## config.mk

```make
export PLATFORM = sky130hd
export DESIGN_NAME = ms_tick_rtc_fractional_compare_top
export DESIGN_NICKNAME = d
export VERILOG_FILES = /design/src/rtl/mtrc_pkg.sv /design/src/rtl/mtrc_step.sv /design/src/rtl/mtrc_clock.sv /design/src/rtl/ms_tick_rtc_fractional_compare_top.sv
export SDC_FILE = /design/constraint.sdc
export NUM_CORES = 1
export LEC_CHECK = 0
export BUFFER_PORTS_ARGS = -buffer_cell sky130_fd_sc_hd__buf_2
export CAP_MARGIN = 10
export CORE_MARGIN = 8
export CORE_UTILIZATION = 55
export DETAILED_ROUTE_END_ITERATION = 10
export PLACE_DENSITY = 0.72
export SETUP_SLACK_MARGIN = 0.4
export SYNTH_ARGS = -nofsm -noshare
export SYNTH_HDL_FRONTEND = slang
export SYNTH_SLANG_ARGS = --single-unit
```

## constraint.sdc

```tcl
create_clock -name clk -period 27.4 [get_ports clk]
set_clock_uncertainty 0.15 [all_clocks]
set_input_delay 1.37 -clock clk [delete_from_list [all_inputs] [get_ports clk]]
set_output_delay 1.37 -clock clk [all_outputs]
set_load 0.02 [all_outputs]
```

## src/rtl/mtrc_pkg.sv

```systemverilog
// ----------------------------------------------------------------------------
// mtrc_pkg
// Types and codes shared by the millisecond RTC with fractional compare.
// ----------------------------------------------------------------------------
package mtrc_pkg;

  typedef enum logic {
    OP_TICK = 1'b0,
    OP_LOAD = 1'b1
  } op_t;

  typedef enum logic [1:0] {
    FIX_NONE     = 2'd0,
    FIX_MARK     = 2'd1,
    FIX_MIDNIGHT = 2'd2
  } fix_t;

  typedef enum logic [1:0] {
    CFG_TRIM_INTERVAL   = 2'd0,
    CFG_TRIM_SUBTRACT   = 2'd1,
    CFG_REPORT_HOUR     = 2'd2,
    CFG_REPORT_INTERVAL = 2'd3
  } cfg_idx_t;

  localparam int unsigned CFG_DATA_W = 16;

  localparam logic [10:0] MS_PER_SEC  = 11'd1000;
  localparam logic [10:0] MS_LAST     = 11'd999;
  localparam logic [6:0]  SEC_PER_MIN = 7'd60;
  localparam logic [6:0]  MIN_PER_HR  = 7'd60;
  localparam logic [5:0]  HR_PER_DAY  = 6'd24;
  localparam logic [15:0] STEP_LONG   = 16'd33;
  localparam logic [15:0] STEP_SHORT  = 16'd32;
  localparam logic [2:0]  PHASE_FOUR  = 3'd4;
  localparam logic [4:0]  PHASE_14    = 5'd14;
  localparam logic [15:0] COMPARE_RST = 16'd33;

  typedef struct packed {
    logic [15:0] trim_interval;
    logic        trim_subtract;
    logic [4:0]  report_hour;
    logic [7:0]  report_interval_days;
  } cfg_t;

  typedef struct packed {
    op_t         operation;
    logic [4:0]  load_hour;
    logic [5:0]  load_minute;
    logic [5:0]  load_second;
    logic [9:0]  load_millisecond;
  } req_t;

  typedef struct packed {
    logic [9:0] ms_count;
    logic       set_pending;
  } clk_sts_t;

  typedef struct packed {
    logic [9:0]  millisecond;
    logic [5:0]  second;
    logic [5:0]  minute;
    logic [4:0]  hour;
    logic [15:0] day_count;
    logic        second_tick;
    logic        minute_sync;
    fix_t        fix_code;
    logic        status_report;
    logic        rtc_write_request;
  } clk_res_t;

endpackage

```

## src/rtl/mtrc_step.sv

```systemverilog
// ----------------------------------------------------------------------------
// mtrc_step
// Compare step sequencer: 33/32 phase pattern, second closing and trim.
// ----------------------------------------------------------------------------
module mtrc_step #(
  parameter int unsigned TICKS_PER_SECOND = 32768
) (
  input  logic               clk,
  input  logic               rst_n,
  input  logic               advance,
  input  mtrc_pkg::req_t     req,
  input  mtrc_pkg::cfg_t     cfg,
  input  mtrc_pkg::clk_sts_t sts,
  output logic [15:0]        step,
  output logic [15:0]        compare_value
);
  import mtrc_pkg::*;

  localparam logic [16:0] TPS = 17'(TICKS_PER_SECOND);

  logic [1:0]  phase_four_r, phase_four_nxt;
  logic [3:0]  phase_14_r, phase_14_nxt;
  logic [16:0] tis_r, tis_nxt;
  logic [15:0] compare_r, compare_nxt;
  logic [15:0] trim_count_r, trim_count_nxt;

  logic [10:0] ms1;
  logic        roll;
  logic [1:0]  pf_base;
  logic [3:0]  p14_base;
  logic [16:0] tis_base;
  logic [2:0]  pf1;
  logic [4:0]  p14_1;
  logic [15:0] base_step;
  logic [16:0] tis_sum;
  logic [15:0] tick_step;
  logic [15:0] tc_inc;

  always_comb begin
    ms1      = {1'b0, sts.ms_count} + 11'd1;
    roll     = (ms1 >= MS_PER_SEC);
    pf_base  = roll ? 2'd0 : phase_four_r;
    p14_base = roll ? 4'd0 : phase_14_r;
    tis_base = roll ? 17'd0 : tis_r;
    pf1      = {1'b0, pf_base} + 3'd1;
    p14_1    = {1'b0, p14_base} + 5'd1;

    phase_four_nxt = pf1[1:0];
    phase_14_nxt   = p14_base;
    base_step      = STEP_LONG;
    if (pf1 >= PHASE_FOUR) begin
      phase_four_nxt = 2'd0;
      if (p14_1 >= PHASE_14) begin
        phase_14_nxt = 4'd0;
      end else begin
        phase_14_nxt = p14_1[3:0];
        base_step    = STEP_SHORT;
      end
    end

    tis_sum   = tis_base + 17'(base_step);
    tis_nxt   = tis_sum;
    tick_step = base_step;
    if (ms1 == MS_LAST) begin
      if (sts.set_pending) begin
        tick_step = STEP_LONG;
      end else if (({1'b0, tis_sum} + 18'(base_step)) > {1'b0, TPS}) begin
        tick_step = base_step + 16'd1;
        tis_nxt   = tis_sum + 17'd1;
      end else begin
        tick_step = base_step + TPS[15:0] - tis_sum[15:0];
        tis_nxt   = TPS;
      end
    end

    tc_inc         = trim_count_r + 16'd1;
    trim_count_nxt = trim_count_r;
    if (cfg.trim_interval != 16'd0) begin
      trim_count_nxt = tc_inc;
      if (tc_inc >= cfg.trim_interval) begin
        trim_count_nxt = 16'd0;
        tick_step      = cfg.trim_subtract ? tick_step - 16'd1 : tick_step + 16'd1;
      end
    end

    if (req.operation == OP_LOAD) begin
      step           = 16'd0;
      phase_four_nxt = phase_four_r;
      phase_14_nxt   = phase_14_r;
      tis_nxt        = tis_r;
      trim_count_nxt = trim_count_r;
    end else begin
      step = tick_step;
    end
    compare_nxt   = compare_r + step;
    compare_value = compare_nxt;
  end

  always_ff @(posedge clk) begin
    if (!rst_n) begin
      phase_four_r <= '0;
      phase_14_r   <= '0;
      tis_r        <= '0;
      compare_r    <= COMPARE_RST;
      trim_count_r <= '0;
    end else if (advance) begin
      phase_four_r <= phase_four_nxt;
      phase_14_r   <= phase_14_nxt;
      tis_r        <= tis_nxt;
      compare_r    <= compare_nxt;
      trim_count_r <= trim_count_nxt;
    end
  end

endmodule

```

## src/rtl/mtrc_clock.sv

```systemverilog
// ----------------------------------------------------------------------------
// mtrc_clock
// Time-of-day counters, marks, daily status countdown and set tracking.
// ----------------------------------------------------------------------------
module mtrc_clock (
  input  logic               clk,
  input  logic               rst_n,
  input  logic               advance,
  input  mtrc_pkg::req_t     req,
  input  mtrc_pkg::cfg_t     cfg,
  output mtrc_pkg::clk_sts_t sts,
  output mtrc_pkg::clk_res_t res
);
  import mtrc_pkg::*;

  logic [9:0]  ms_r, ms_nxt;
  logic [5:0]  sec_r, sec_nxt;
  logic [5:0]  min_r, min_nxt;
  logic [4:0]  hour_r, hour_nxt;
  logic [15:0] day_r, day_nxt;
  logic        pend_r, pend_nxt;
  logic [7:0]  days_left_r, days_left_nxt;

  logic [10:0] ms1;
  logic [6:0]  sec1;
  logic [6:0]  min1;
  logic [5:0]  hour1;
  logic [7:0]  dl_dec;

  always_comb begin
    ms1   = {1'b0, ms_r} + 11'd1;
    sec1  = {1'b0, sec_r} + 7'd1;
    min1  = {1'b0, min_r} + 7'd1;
    hour1 = {1'b0, hour_r} + 6'd1;
    dl_dec = days_left_r - 8'd1;

    ms_nxt        = ms_r;
    sec_nxt       = sec_r;
    min_nxt       = min_r;
    hour_nxt      = hour_r;
    day_nxt       = day_r;
    pend_nxt      = pend_r;
    days_left_nxt = days_left_r;
    res.second_tick       = 1'b0;
    res.minute_sync       = 1'b0;
    res.fix_code          = FIX_NONE;
    res.status_report     = 1'b0;
    res.rtc_write_request = 1'b0;

    if (req.operation == OP_LOAD) begin
      hour_nxt = req.load_hour;
      min_nxt  = req.load_minute;
      sec_nxt  = req.load_second;
      ms_nxt   = req.load_millisecond;
      pend_nxt = 1'b1;
    end else if (ms1 >= MS_PER_SEC) begin
      ms_nxt          = 10'd0;
      res.second_tick = 1'b1;
      sec_nxt         = sec1[5:0];
      if (sec1 >= SEC_PER_MIN) begin
        sec_nxt         = 6'd0;
        min_nxt         = min1[5:0];
        res.minute_sync = (min1[1:0] == 2'd0);
        if (min1 == 7'd15 || min1 == 7'd30 || min1 == 7'd45) begin
          res.fix_code = FIX_MARK;
        end
        if (min1 >= MIN_PER_HR) begin
          min_nxt  = 6'd0;
          hour_nxt = hour1[4:0];
          if (hour1 >= HR_PER_DAY) begin
            hour_nxt = 5'd0;
            day_nxt  = day_r + 16'd1;
          end
          res.fix_code = (hour_nxt != 5'd0) ? FIX_MARK : FIX_MIDNIGHT;
          if (hour_nxt == cfg.report_hour && days_left_r != 8'd0) begin
            days_left_nxt = dl_dec;
            if (dl_dec == 8'd0) begin
              res.status_report = 1'b1;
              days_left_nxt     = cfg.report_interval_days;
            end
          end
        end
      end
      if (pend_r) begin
        pend_nxt              = 1'b0;
        res.rtc_write_request = 1'b1;
      end
    end else begin
      ms_nxt = ms1[9:0];
    end

    res.millisecond = ms_nxt;
    res.second      = sec_nxt;
    res.minute      = min_nxt;
    res.hour        = hour_nxt;
    res.day_count   = day_nxt;
    sts.ms_count    = ms_r;
    sts.set_pending = pend_r;
  end

  always_ff @(posedge clk) begin
    if (!rst_n) begin
      ms_r        <= '0;
      sec_r       <= '0;
      min_r       <= '0;
      hour_r      <= '0;
      day_r       <= '0;
      pend_r      <= 1'b0;
      days_left_r <= 8'd1;
    end else if (advance) begin
      ms_r        <= ms_nxt;
      sec_r       <= sec_nxt;
      min_r       <= min_nxt;
      hour_r      <= hour_nxt;
      day_r       <= day_nxt;
      pend_r      <= pend_nxt;
      days_left_r <= days_left_nxt;
    end
  end

endmodule

```

## src/rtl/ms_tick_rtc_fractional_compare_top.sv

```systemverilog
// ----------------------------------------------------------------------------
// ms_tick_rtc_fractional_compare_top
// Millisecond RTC: advances the time of day per tick and issues the next
// timer compare step, with crystal trim, quarter-hour marks and a daily report.
// ----------------------------------------------------------------------------
// Each request is captured in an input register, processed by combinational
// logic that updates the clock and compare state as it advances, and presented
// from a result register; the input register and the result register lie
// between the request handshake and the result handshake. One request per cycle
// is sustained while the result side is not stalled: the input register refills
// as the result register is taken, and all state for a request is updated in
// that single step. Configuration writes take effect on the next cycle.
module ms_tick_rtc_fractional_compare_top #(
  parameter int unsigned TICKS_PER_SECOND = 32768
) (
  input  logic        clk,
  input  logic        rst_n,
  input  logic        cfg_we,
  input  logic [1:0]  cfg_index,
  input  logic [mtrc_pkg::CFG_DATA_W-1:0] cfg_wdata,
  input  logic        in_valid,
  output logic        in_ready,
  input  logic        in_operation,
  input  logic [4:0]  in_load_hour,
  input  logic [5:0]  in_load_minute,
  input  logic [5:0]  in_load_second,
  input  logic [9:0]  in_load_millisecond,
  output logic        out_valid,
  input  logic        out_ready,
  output logic [15:0] out_compare_step,
  output logic [15:0] out_compare_value,
  output logic [9:0]  out_millisecond,
  output logic [5:0]  out_second,
  output logic [5:0]  out_minute,
  output logic [4:0]  out_hour,
  output logic [15:0] out_day_count,
  output logic        out_second_tick,
  output logic        out_minute_sync,
  output logic [1:0]  out_fix_code,
  output logic        out_status_report,
  output logic        out_rtc_write_request
);
  import mtrc_pkg::*;

  cfg_t       cfg_r;
  req_t       req_r;
  logic       in_valid_r;
  logic       out_valid_r;
  logic       advance;
  clk_sts_t   sts;
  clk_res_t   res;
  clk_res_t   res_r;
  logic [15:0] step;
  logic [15:0] compare_value;
  logic [15:0] step_r;
  logic [15:0] compare_r;

  assign advance  = in_valid_r && (!out_valid_r || out_ready);
  assign in_ready = !in_valid_r || advance;

  always_ff @(posedge clk) begin
    if (!rst_n) begin
      cfg_r.trim_interval        <= '0;
      cfg_r.trim_subtract        <= 1'b0;
      cfg_r.report_hour          <= '0;
      cfg_r.report_interval_days <= 8'd1;
    end else if (cfg_we) begin
      unique case (cfg_idx_t'(cfg_index))
        CFG_TRIM_INTERVAL:   cfg_r.trim_interval        <= cfg_wdata;
        CFG_TRIM_SUBTRACT:   cfg_r.trim_subtract        <= cfg_wdata[0];
        CFG_REPORT_HOUR:     cfg_r.report_hour          <= cfg_wdata[4:0];
        CFG_REPORT_INTERVAL: cfg_r.report_interval_days <= cfg_wdata[7:0];
        default: ;
      endcase
    end
  end

  always_ff @(posedge clk) begin
    if (!rst_n) begin
      in_valid_r <= 1'b0;
    end else if (in_ready) begin
      in_valid_r <= in_valid;
    end
  end

  always_ff @(posedge clk) begin
    if (in_valid && in_ready) begin
      req_r.operation        <= op_t'(in_operation);
      req_r.load_hour        <= in_load_hour;
      req_r.load_minute      <= in_load_minute;
      req_r.load_second      <= in_load_second;
      req_r.load_millisecond <= in_load_millisecond;
    end
  end

  mtrc_clock u_clock (
    .clk     (clk),
    .rst_n   (rst_n),
    .advance (advance),
    .req     (req_r),
    .cfg     (cfg_r),
    .sts     (sts),
    .res     (res)
  );

  mtrc_step #(
    .TICKS_PER_SECOND (TICKS_PER_SECOND)
  ) u_step (
    .clk           (clk),
    .rst_n         (rst_n),
    .advance       (advance),
    .req           (req_r),
    .cfg           (cfg_r),
    .sts           (sts),
    .step          (step),
    .compare_value (compare_value)
  );

  always_ff @(posedge clk) begin
    if (!rst_n) begin
      out_valid_r <= 1'b0;
    end else if (advance) begin
      out_valid_r <= 1'b1;
    end else if (out_ready) begin
      out_valid_r <= 1'b0;
    end
  end

  always_ff @(posedge clk) begin
    if (advance) begin
      res_r     <= res;
      step_r    <= step;
      compare_r <= compare_value;
    end
  end

  assign out_valid             = out_valid_r;
  assign out_compare_step      = step_r;
  assign out_compare_value     = compare_r;
  assign out_millisecond       = res_r.millisecond;
  assign out_second            = res_r.second;
  assign out_minute            = res_r.minute;
  assign out_hour              = res_r.hour;
  assign out_day_count         = res_r.day_count;
  assign out_second_tick       = res_r.second_tick;
  assign out_minute_sync       = res_r.minute_sync;
  assign out_fix_code          = res_r.fix_code;
  assign out_status_report     = res_r.status_report;
  assign out_rtc_write_request = res_r.rtc_write_request;

  a_load_no_step: assert property (@(posedge clk) disable iff (!rst_n)
    advance && req_r.operation == OP_LOAD |=> out_valid && out_compare_step == 16'd0)
    else $error("load request produced a nonzero compare step");

  a_wreq_on_second: assert property (@(posedge clk) disable iff (!rst_n)
    out_valid && out_rtc_write_request |-> out_second_tick)
    else $error("RTC write request outside a second rollover");

  a_sync_on_second: assert property (@(posedge clk) disable iff (!rst_n)
    out_valid && (out_minute_sync || out_status_report) |-> out_second_tick)
    else $error("minute flag without a second rollover");

  a_report_on_hour: assert property (@(posedge clk) disable iff (!rst_n)
    out_valid && out_status_report |-> out_fix_code != FIX_NONE && out_minute == 6'd0)
    else $error("status report outside an hour mark");

  a_hold_request: assert property (@(posedge clk) disable iff (!rst_n)
    in_valid_r && !advance |=> in_valid_r && $stable(req_r))
    else $error("pending request lost while stalled");

endmodule

```

# Word-level counts from Yosys, hierarchy flattened

Index checks and enable logic that the tools add are counted.

Bits in registers: 248
Input port bits: 51
Word-level logic and storage cells: 157

Add/sub/neg operators: 18
$lt $le $gt $ge: 8
Equality and inequality tests: 8
Multiplexer cells: 55
Bitwise logic cells: 5
Reductions and logical operators: 28

Operators with widths:

| operator                 | count |
|---|---|
| $mux W16                 | 14 |
| $mux W17                 | 4 |
| $add A16 B1 Y16 const B  | 4 |
| $mux W6                  | 8 |
| $mux W5                  | 9 |
| $mux W10                 | 2 |
| $add A17 B16 Y18         | 1 |
| $gt A18 B16 Y1 const B   | 1 |
| $add A17 B1 Y17 const B  | 1 |
| $add A17 B16 Y17         | 1 |
| $add A16 B16 Y16         | 1 |
| $add A16 B16 Y16 const B | 1 |
| $ge A16 B16 Y1           | 1 |
| $mux W4                  | 4 |
| $reduce_bool A16 Y1      | 1 |
| $sub A16 B1 Y16 const B  | 1 |
| $sub A16 B16 Y16         | 1 |
| $add A6 B1 Y7 const B    | 2 |
| $ge A7 B6 Y1 const B     | 2 |
| $reduce_and A2 Y1        | 6 |
| $add A10 B1 Y11 const B  | 1 |
| $eq A11 B10 Y1 const B   | 1 |
| $ge A11 B10 Y1 const B   | 1 |
| $mux W1                  | 9 |
| other kinds (30)         | 45 |

# Depth between registers and ports, before layout

Gate-level depths: netlist (run 1).

Depth after elaboration: 19
Gate-level depth with buffers: 50
Depth with buffers taken out: 45

# Cells and area by module

From an unflattened synthesis (run 1), not the netlist that was laid out.

Cells, all modules: 1,812
Area, all modules: 16,051.6 µm²

By module, submodules not included:

| module                             | instances | cells each | area each (µm²) |
|---|---|---|---|
| mtrc_step                          | 1         | 923        | 6,688.9 |
| mtrc_clock                         | 1         | 650        | 4,822.1 |
| ms_tick_rtc_fractional_compare_top | 1         | 239        | 4,540.6 |

# Least setup slack after synthesis (run 1)

No wires, ideal clock.

Path type: flip-flop to flip-flop
Start: register u_clock.ms_r[1]
End: register u_step.compare_r[15]
Arrival: 10.001 ns
Required time: 27.135 ns
Setup slack: 17.134 ns
Stages on the path, launching flop included: 44
Buffers on the path: 3
Clock period less this slack: 10.266 ns
Cell sequence: dfxtp_1 ha_1 buf_2 a21oi_1 o21ba_1 o311a_4 a21oi_1 clkbuf_1 clkbuf_1 and2_1 ha_1 nand2b_1 a21oi_1 o211a_1 o21ai_1 ha_1 ha_1 nand4_1 [... 8 more ...] fa_1 mux2i_1 or2_2 inv_1 ha_1 a21o_1 a21oi_1 o21ai_0 a21oi_1 nand2b_1 a21boi_0 o31a_1 o211ai_1 o211ai_1 a21oi_1 xor2_1 xnor2_2 o21ba_1

Word-level cells in the longest chain between the ends: 19
Elaborated cells between the ends (all ways): 28
Those cells by class: add/sub (11); order compare (4); eq/ne (1); mux (12)

Ends and longest elaborated chain:

| element                                                   | RTL line                                 | RTL |
|---|---|---|
| from (decl)                                               | mtrc_clock.sv:16                         | `logic [9:0] ms_r, ms_nxt;` |
| from (signal assigned)                                    | mtrc_clock.sv:111                        | `ms_r <= ms_nxt;` |
| $add A10 B1 Y11 *                                         | mtrc_step.sv:40                          | `ms1 = {1'b0, sts.ms_count} + 11'd1;` |
| $ge A11 B10 Y1                                            | mtrc_step.sv:41                          | `roll = (ms1 >= MS_PER_SEC);` |
| $mux W4                                                   | mtrc_step.sv:43                          | `p14_base = roll ? 4'd0 : phase_14_r;` |
| $add A4 B1 Y5                                             | mtrc_step.sv:46                          | `p14_1 = {1'b0, p14_base} + 5'd1;` |
| $ge A5 B4 Y1                                              | mtrc_step.sv:53                          | `if (p14_1 >= PHASE_14) begin` |
| $mux W1                                                   | mtrc_step.sv:53                          |  |
| $mux W16                                                  | mtrc_step.sv:51                          | `if (pf1 >= PHASE_FOUR) begin` |
| $add A17 B16 Y17                                          | mtrc_step.sv:61                          | `tis_sum = tis_base + 17'(base_step);` |
| [... 5 more ...]                                          | n/a                                      |  |
| $add A16 B1 Y16 / $sub A16 B1 Y16 (equally long branches) | mtrc_step.sv:82                          | `tick_step = cfg.trim_subtract ? tick_step - 16'd1 : tick_step + 16'd1;` |
| $mux W16                                                  | mtrc_step.sv:82                          |  |
| $mux W16                                                  | mtrc_step.sv:80                          | `if (tc_inc >= cfg.trim_interval) begin` |
| $mux W16 *                                                | mtrc_step.sv:78                          | `if (cfg.trim_interval != 16'd0) begin` |
| $mux W16 *                                                | mtrc_step.sv:86                          | `if (req.operation == OP_LOAD) begin` |
| net step[1]                                               | ms_tick_rtc_fractional_compare_top.sv:53 | `logic [15:0] step;` |
| $add A16 B16 Y16 *                                        | mtrc_step.sv:95                          | `compare_nxt = compare_r + step;` |
| net compare_value[15]                                     | ms_tick_rtc_fractional_compare_top.sv:54 | `logic [15:0] compare_value;` |
| to (signal assigned)                                      | mtrc_step.sv:110                         | `compare_r <= compare_nxt;` |
| to (decl)                                                 | mtrc_step.sv:24                          | `logic [15:0] compare_r, compare_nxt;` |

Mark *: on every way through the listed nets, which the timed path passes. The rest lies on a longest branch.
A chain may end at the register's enable or synchronous reset.

# Final worst setup path (run 1)

Start: register u_clock.ms_r[1]
End: register u_step.compare_r[14]

Same word-level chain as after synthesis.

==> results.toml, run 1 <==
[routing]
ant_nets = 0
viasPerCell = 5.74
drt_pass1_iterations = 5
wl_per_cell_um = 16.8
vias = 12300
initialDrtViolationCount = 771
wl_mm = 36.0
drc = 0

[clock_tree]
clk_latency_ps = 530
cts_setup_buffers = 0
root_buffer = "clkbuf_16"
hold_buffers = 0
clk_pin_slew_worst_paths_ps = 60
ctsResizeCount = 0
cts.htree.levels = 1
clock_sinks = 248
cts_tree = "yes"
cts_buffer_depth = 3
numCtsBuffers = 27

[job]
maxCapViolCount = 0

[floorplanning]
die_y_um = 181
die_area_mm2 = 0.0326
std_cell_rows = 60
core_region_area_mm2 = 0.0268
io_pins = 134
die_w_um = 181
start_util_pct = 55.7

[cells_and_area]
area_delta_synth_final_pct = 11.2
n_antenna_cell = 0
n_fill_cell = 2307
nets = 1901
drive_above_1_share_pct = 12.2

[logic_synthesis]
synth_edf_count = 109
ys_seq_elements = 248
yosysTopAreaCellShare_pct = 21.9
syn_inst = 1696
synthArstFlopShare_pct = 0
synthTopCellsByArea = "edfxtp_1, dfxtp_1, nand2_1"
synth_area_mm2 = 0.0149
synth_ff_type = "dfxtp_1"
synth_top_area_cell = "edfxtp_1"
synthTopCellsByCount = "nand2_1, dfxtp_1, nor2_1, edfxtp_1, o21ai_0"
yosysWarnings = 0
syn_avg_cell_area_um2 = 8.79
synth_cell_type_count = 96
seq_area_frac_synth_pct = 40.6
synth.most_common_cell = "nand2_1"
synth_nets = 1818

[timing]
setup_ws_ps = 15790
fin_crit_sh_pct = 42.4
finalSetupTns_ps = 0
finalSetupViolations = 0
period_needed_ps = 11610
fmax_mhz = 86.1
whs_ps = 292
tightest_slew_ps = 1120
max_slew_margin_pct = 25.5
finalMaxSlewViolations = 0
rsz0062_at_grt = "false"
hold_violations = 0

[power_and_ir_drop]
powerDensity_mw_per_mm2 = 51.7
ir_drop_v = 0.0000540
p_leak_nw = 6.59

[grt]
antenna_found_initial = 0
grt_max_degree = 76
grt_pass1_wl_mm = 59.2
grt_usage_pct = 21.2
grt-ovfl-total = 0
grt_pass1_vias = 12000

[critical_path]
slowest_stage = "or4b_1"
cp_max_fo = 21
ff2ff_setup_slack_ps = 15790
crit_start = "u_clock.ms_r[1]"
critPathLaunchType = "register"
reg2reg_depth = 43
worstReg2RegEnd = "u_step.compare_r[14]"
endpoint = "u_step.compare_r[14]"
timing.rr.start = "u_clock.ms_r[1]"
cp-end-kind = "register"
critical_path_required_ps = 27700
cp.arrival_ps = 11910
path_class = "register to register"
cp_common_cell = "ha_1"
max_stage_delay_ps = 570

[run_status]
status = "finished, final reports clean"

[placed_design]
hpwl_mm = 25.3
dp_slack_ps = 15930
gp_congestion = 0.893
port_buffers = 133

[worst_hold_path]
hold_class = "register to register"
==> layer usage <==
layer	global-route usage (%)	share of wire (%)
met5	0	0
met3	3.27	4.6
met4	6.12	2.5
met1	27.6	46
met2	36.0	47
==> critical path, delay by kind of cell, from the launching register on <==
kind,cells,cell delay [ps]
AO/OA/AOI/OAI,22,5120
XOR/XNOR,3,580
adder cells (fa/ha/maj),6,2180
buffers and inverters,1,120
flip-flops,1,470
AND/OR/NAND/NOR,11,2920
==> cell usage in the layout (no fill, tap or decap), types with 29 or more instances in the layout <==
master    instances
ha_1             69
and2_1           31
nor3_1           29
nor2b_1          30
xor2_1           54
edfxtp_1        109
nor2_1          125
xnor2_1          68
dfxtp_1         139
nand2_1         275
buf_2           132
nand3_1          51
o21ai_0          83
a21oi_1          78
a21boi_0         79
inv_1            57
==> logic make-up after synthesis <==
kind of cell               after synthesis  share of synthesized area [%]
DFF                                    248                           40.6
muxes                                   17                           1.17
AOI/OAI and AO/OA                      396                           18.4
buffers and inverters                  149                           4.04
adders and majority gates               72                           6.12
xor gates and xnor gates               123                           7.27
and+or+nand+nor                        691                           22.4
==> worst min-delay path by stage <==
| stage | startpoint | to | slack [ps] | cells past startpoint |
|---|---|---|---|---|
| after CTS | u_step.phase_four_r[0] | u_step.phase_four_r[0] | 300 | 1 |
| after global placement | u_step.phase_four_r[0] | u_step.phase_four_r[0] | 290 | 1 |
| after detailed placement | u_step.phase_four_r[0] | u_step.phase_four_r[0] | 290 | 1 |
| after floorplan | u_step.phase_four_r[0] | u_step.phase_four_r[0] | 260 | 1 |
| after global routing | u_step.phase_four_r[0] | u_step.phase_four_r[0] | 330 | 1 |
| final | u_step.phase_four_r[0] | u_step.phase_four_r[0] | 290 | 1 |
==> stage by stage <==
step / power (mW) / instances / util [%] / cell area (um2)
global placement: 0.510 / 2091 / 58.7 / 15700
global route: 0.889 / 2140 / 61.9 / 16600
floorplan: 0.484 / 1696 / - / 14900
CTS: 0.864 / 2140 / 61.9 / 16600
finish: 0.857 / 2140 / 61.9 / 16600
detailed placement: 0.511 / 2091 / 58.7 / 15700
==> cell type report <==
| cell class | instances | area, um2 | area share (%) |
|---|---|---|---|
| timing repair buffer | 145 | 758 | 4.57 |
| inverter | 58 | 220 | 1.33 |
| clock inverter | 8 | 85.1 | 0.513 |
| sequential | 248 | 6060 | 36.5 |
| clock buffer | 41 | 769 | 4.64 |
| tap | 341 | 427 | 2.57 |
| multi-input combinational | 1299 | 8270 | 49.9 |
==> report_power, final <==
group          switching (mW)  internal, mW
registers             0.00906         0.402
logic                  0.0605        0.0324
clock network           0.143         0.211
==> state kept, by name, summed over array words and instances, names as in the netlist, 2 cells and up <==
signal and flops:
cfg_r 30, out_compare_step 16, out_compare_value 16, out_day_count 16
out_fix_code 2, out_hour 5, out_millisecond 10, out_minute 6
out_second 6, req_r 28, u_clock.day_r 16, u_clock.days_left_r 8
u_clock.hour_r 5, u_clock.min_r 6, u_clock.ms_r 10, u_clock.sec_r 6
u_step.compare_r 16, u_step.phase_14_r 4, u_step.phase_four_r 2, u_step.tis_r 17
u_step.trim_count_r 16
Note: power is estimated with default switching activity, not from simulation.
==> inputs of run 2 (changes only) <==
ABC_AREA = 1   (was unset)
CORE_UTILIZATION = 54   (was 55)
PLACE_DENSITY = 0.74   (was 0.72)
clock period = 9.8 ns   (was 27.4 ns; I/O delays follow)
==> run 2 against run 1 <==
Net effect:
- wire length is 3.5% higher
- non-clock buffer count increased by 29
- area after synthesis fell by 4.6%
- via count is 3.2% higher
- first-iteration DRC count rose by 32%
- worst hold slack got worse by 240 ps
- sequential share of layout area up 0.23 points
- utilization up 1.6 points
- critical path depth grew 19
- register-to-register slack worse by 15000 ps
- largest power group unchanged
- fmax grew 33%
- combinational power grew to 4.6 times the previous value
==> results.toml, run 2 <==
[run_status]
status = "finished, final reports clean"

[logic_synthesis]
synthTopCellsByArea = "edfxtp_1, dfxtp_1, inv_1"
seq_area_frac_synth_pct = 42.6
synth_area_mm2 = 0.0142
synthArstFlopShare_pct = 0
synth_top_area_cell = "edfxtp_1"
synthTopCellsByCount = "inv_1, nand2_1, nor2_1, o21ai_0, a21oi_1"
synth_nets = 1912
synth_edf_count = 109
synth_cell_type_count = 60
syn_avg_cell_area_um2 = 7.95
yosysTopAreaCellShare_pct = 23.0
yosysWarnings = 0
synth_ff_type = "dfxtp_1"
syn_inst = 1790
ys_seq_elements = 248

[clock_tree]
cts_buffer_depth = 3
cts.htree.levels = 1
clock_sinks = 248
clk_pin_slew_worst_paths_ps = 60
cts_tree = "yes"
numCtsBuffers = 28
clk_latency_ps = 540
root_buffer = "clkbuf_16"

[cells_and_area]
layoutNonFillerInstCount = 2299
drive_above_1_share_pct = 14.1
nets = 2064
area_delta_synth_final_pct = 15.9
fin_util_pct = 63.4
final_common_cell = "inv_1"
n_fill_cell = 2225
final_cell_mix = "inv_1, nand2_1, nor2_1, o21ai_0, a21oi_1"
regMostFlops = "cfg_r"
reg_top3 = "cfg_r x30, req_r x28, u_step.tis_r x17"
n_antenna_cell = 0
largest_reg_flops = 30
post-route-cell-area_mm2 = 0.0165

[critical_path]
max_stage_delay_ps = 450
timing.rr.start = "u_clock.ms_r[0]"
cp_max_fo = 16
crit_start = "u_clock.ms_r[0]"
endpoint = "out_compare_value[15]"
critical_path_required_ps = 9950
worstReg2RegEnd = "out_compare_value[15]"
critPathLaunchType = "register"
path_class = "register to register"
reg2reg_depth = 62
ff2ff_setup_slack_ps = 1070
cp-end-kind = "register"
slowest_stage = "fa_1"
cp_common_cell = "nand2_1"
cp.arrival_ps = 8880

[routing]
viasPerCell = 5.51
wl_per_cell_um = 16.2
wl_mm = 37.3
drc = 0
drt_pass1_iterations = 5
ant_nets = 0
vias = 12700
initialDrtViolationCount = 1018

[floorplanning]
die_w_um = 178
start_util_pct = 54.7
die_area_mm2 = 0.0318
std_cell_rows = 59
die_y_um = 178
core_region_area_mm2 = 0.0260
io_pins = 134

[worst_hold_path]
hold_class = "primary input to register"

[placed_design]
place_area_mm2 = 0.0152
dp.cells = 2217
gp_congestion = 0.942
port_buffers = 133
hpwl_mm = 26.8

[job]
maxCapViolCount = 0

[power_and_ir_drop]
combPwrFrac_pct = 15.8
clock_power_share_pct = 40.1
seq_power_share_pct = 44.1
switchingPower_mw = 0.757
swShare_pct = 27.8
ir_drop_v = 0.000192
powerDensity_mw_per_mm2 = 165
p_int_mw = 1.97
p_leak_nw = 7.15

[timing]
max_slew_margin_pct = 21.6
hold_violations = 0
tightest_slew_ps = 1180
fin_crit_sh_pct = 89.1
fmax_mhz = 114
finalSetupViolations = 0
rsz0062_at_grt = "false"
period_needed_ps = 8730
finalSetupTns_ps = 0
finalMaxSlewViolations = 0

[grt]
antenna_found_initial = 0
grt_pass1_vias = 12100
grt_pass1_wl_mm = 60.0
grt_max_degree = 90
grt_usage_pct = 22.9
grt-ovfl-total = 0
==> run 2: per-stage QoR <==
stage / total power [mW] / hold WS, ps / setup slack [ps]
2_1_floorplan: 1.51 / 274 / 1910
3_3_place_gp: 1.63 / 295 / 909
3_5_place_dp: 1.63 / 306 / 639
4_1_cts: 2.73 / 30.6 / 573
5_1_grt: 2.84 / 72.8 / 378
6_report: 2.72 / 47.5 / 1070
==> run 2: worst min-delay path by stage <==
stage,from,end,cells past startpoint
floorplan,cfg_r[0],cfg_r[0],2
global route,cfg_wdata[5],cfg_r[5],3
global placement,u_step.phase_four_r[1],u_step.phase_four_r[1],2
CTS,cfg_wdata[5],cfg_r[5],3
finish,cfg_wdata[5],cfg_r[5],3
detailed placement,cfg_r[0],cfg_r[0],2
==> run 2: area by class of cell <==
class	instances	area [um2]	share of cell area, %
Timing Repair Buffer	174	1040	6.33
Multi-Input combinational cell	1220	6970	42.3
Clock inverter	17	228	1.38
Sequential cell	248	6060	36.7
Clock buffer	35	737	4.47
Inverter	270	1030	6.26
Tap cell	335	419	2.54
==> run 2: power by group through the flow <==
| stage | Sequential (mW) | Clock (mW) | Combinational [mW] |
|---|---|---|---|
| final | 1.20 | 1.09 | 0.431 |
| after global routing | 1.20 | 1.15 | 0.483 |
| after CTS | 1.20 | 1.11 | 0.427 |
| after detailed placement | 1.22 | 0 | 0.415 |
| after global placement | 1.22 | 0 | 0.408 |
| after floorplan | 1.24 | 0 | 0.268 |
==> run 2: metal layers <==
metal  part of all wire (%)  track usage, %
met5                      0               0
met4                    2.7            7.44
met3                    6.8            3.20
met2                     47            39.1
met1                     44            29.5
==> run 2: cells by family after synthesis <==
group | after synthesis | share of synthesized area (%)
flip-flops | 248 | 42.6
buffers and inverters | 322 | 8.88
adder cells (fa/ha/maj) | 71 | 6.35
AO/OA/AOI/OAI | 388 | 14.7
XOR/XNOR | 89 | 5.53
AND/OR/NAND/NOR | 672 | 22.0
==> run 2: worst max-delay path: cells and delay by family, from the launching register on <==
| family | cells | cell delay, ps |
|---|---|---|
| AO/OA/AOI/OAI | 11 | 1510 |
| buffers and inverters | 8 | 600 |
| adder cells (fa/ha/maj) | 6 | 1790 |
| XOR/XNOR | 2 | 350 |
| flip-flops | 1 | 400 |
| AND/OR/NAND/NOR | 35 | 3650 |
==> run 2: timing repair <==
action,4_1_cts,5_1_grt
buffers inserted,0,2
hold buffers,28,0
hold endpoints to repair,28,0
gates resized for setup,0,20
setup endpoints to repair,0,13
==> inputs of run 3 (changes only) <==
BUFFER_PORTS_ARGS = -buffer_cell sky130_fd_sc_hd__buf_4   (was -buffer_cell sky130_fd_sc_hd__buf_2)
==> run 3 against run 2 <==
Net effect:
- global-route usage increased by 0.65 points
- sequential power about the same
- via count grew 0.33%
- sequential cell count unchanged
- utilization up 0.99 points
- first-iteration DRC count grew 1.2%
- register-to-register slack lost 30 ps
- sequential share of layout area is 0.56 points lower
==> results.toml, run 3 (synthesized netlist as in run 2, its figures left out) <==
[timing]
fmax_mhz = 114
rsz0062_at_grt = "false"
finalSetupTns_ps = 0
hold_violations = 0
max_slew_margin_pct = 32.3
tightest_slew_ps = 1010
period_needed_ps = 8770
fin_crit_sh_pct = 89.5
finalSetupViolations = 0
finalMaxSlewViolations = 0

[cells_and_area]
post-route-cell-area_mm2 = 0.0167
largest_reg_flops = 30
final_common_cell = "inv_1"
reg_top3 = "cfg_r x30, req_r x28, u_step.tis_r x17"
nets = 2063
drive_above_1_share_pct = 14.3
regMostFlops = "cfg_r"
fin_util_pct = 64.4
final_cell_mix = "inv_1, nand2_1, nor2_1, o21ai_0, a21oi_1"
n_fill_cell = 2233
area_delta_synth_final_pct = 17.7
layoutNonFillerInstCount = 2298

[grt]
antenna_found_initial = 1
grt-ovfl-total = 0
grt_usage_pct = 23.5
grt_pass1_vias = 12300
grt_max_degree = 91
grt_pass1_wl_mm = 61.3

[critical_path]
cp-end-kind = "register"
path_class = "register to register"
cp.arrival_ps = 8930
slowest_stage = "fa_1"
critPathLaunchType = "register"
reg2reg_depth = 62
cp_max_fo = 16
critical_path_required_ps = 9960
cp_common_cell = "nand2_1"
max_stage_delay_ps = 440

[clock_tree]
cts_buffer_depth = 3
clk_pin_slew_worst_paths_ps = 60
numCtsBuffers = 27
clk_latency_ps = 550
clock_sinks = 248
cts.htree.levels = 1
root_buffer = "clkbuf_16"
cts_tree = "yes"

[worst_hold_path]
min_delay_path_depth = 3
hold_class = "primary input to register"

[run_status]
status = "finished, final reports clean"

[power_and_ir_drop]
powerDensity_mw_per_mm2 = 158
p_leak_nw = 7.22
ir_drop_v = 0.000140

[routing]
wl_per_cell_um = 16.7
drc = 0
initialDrtViolationCount = 1030
ant_nets = 0
drt_pass1_iterations = 8
vias = 12700
wl_mm = 38.4
viasPerCell = 5.53

[floorplanning]
std_cell_rows = 59
die_y_um = 178
die_w_um = 178
core_region_area_mm2 = 0.0260
die_area_mm2 = 0.0318
io_pins = 134
start_util_pct = 54.7

[placed_design]
gp_congestion = 0.923
hpwl_mm = 27.5
port_buffers = 133
dp.cells = 2216
place_area_mm2 = 0.0155

[job]
maxCapViolCount = 0
-- run 3: cell count changes in the layout (fill, tap and decap cells not counted), moves of 3 or more --
cell       change
buf_2        -133
buf_4        +132
bufinv_16      -5
clkinv_2       +3
-- run 3: critical path: cells and delay by family (launching register included) --
family                     cells  cell delay (ps)
adders and majority gates      6             1650
AOI/OAI and AO/OA             12             1830
and+or+nand+nor               34             3520
DFF                            1              400
buffers and inverters          8              620
xor gates and xnor gates       2              320
-- run 3: cell type report --
cell class | instances | area (um2) | area share (%)
Inverter | 270 | 1020 | 6.11
Timing Repair Buffer | 174 | 1400 | 8.34
Multi-Input combinational cell | 1220 | 6970 | 41.7
Tap cell | 335 | 419 | 2.50
Antenna cell | 1 | 2.50 | 0.0149
Clock inverter | 14 | 86.3 | 0.516
Clock buffer | 36 | 782 | 4.67
Sequential cell | 248 | 6060 | 36.2
-- run 3: repair_timing --
item / CTS / global route
resized for setup: 0 / 22
hold buffers: 28 / 0
buffers inserted: 0 / 2
endpoints found under the hold margin: 28 / 0
setup endpoints to repair: 0 / 11
-- run 3: path summary, 6_finish.rpt --
kind	startpoint	end	slack [ps]
worst min-delay path	cfg_wdata[5]	cfg_r[5]	30
worst max register to register	u_clock.ms_r[0]	out_compare_value[15]	1030
worst min register to register	u_step.phase_four_r[1]	u_step.phase_four_r[1]	310
worst max-delay path	u_clock.ms_r[0]	out_compare_value[15]	1030
-- run 3: metrics by stage --
step	setup slack, ps	total power [mW]	hold slack [ps]
after detailed placement	591	1.66	303
final	1030	2.64	29.0
after global placement	837	1.65	297
after CTS	525	2.65	14.0
after floorplan	1910	1.51	274
after global routing	309	2.75	53.3
-- run 3: power breakdown --
part | total [mW] | internal, mW | switching (mW)
Combinational | 0.459 | 0.161 | 0.298
Sequential | 1.20 | 1.16 | 0.0421
Clock | 0.986 | 0.563 | 0.423
-- run 3: routing by layer --
metal | wire length, um | track usage [%] | share of wire (%)
met5 | 0 | 0 | 0
met1 | 16900 | 30.6 | 44
met4 | 1200 | 8.75 | 3.1
met3 | 2400 | 2.41 | 6.2
met2 | 17900 | 40.0 | 47
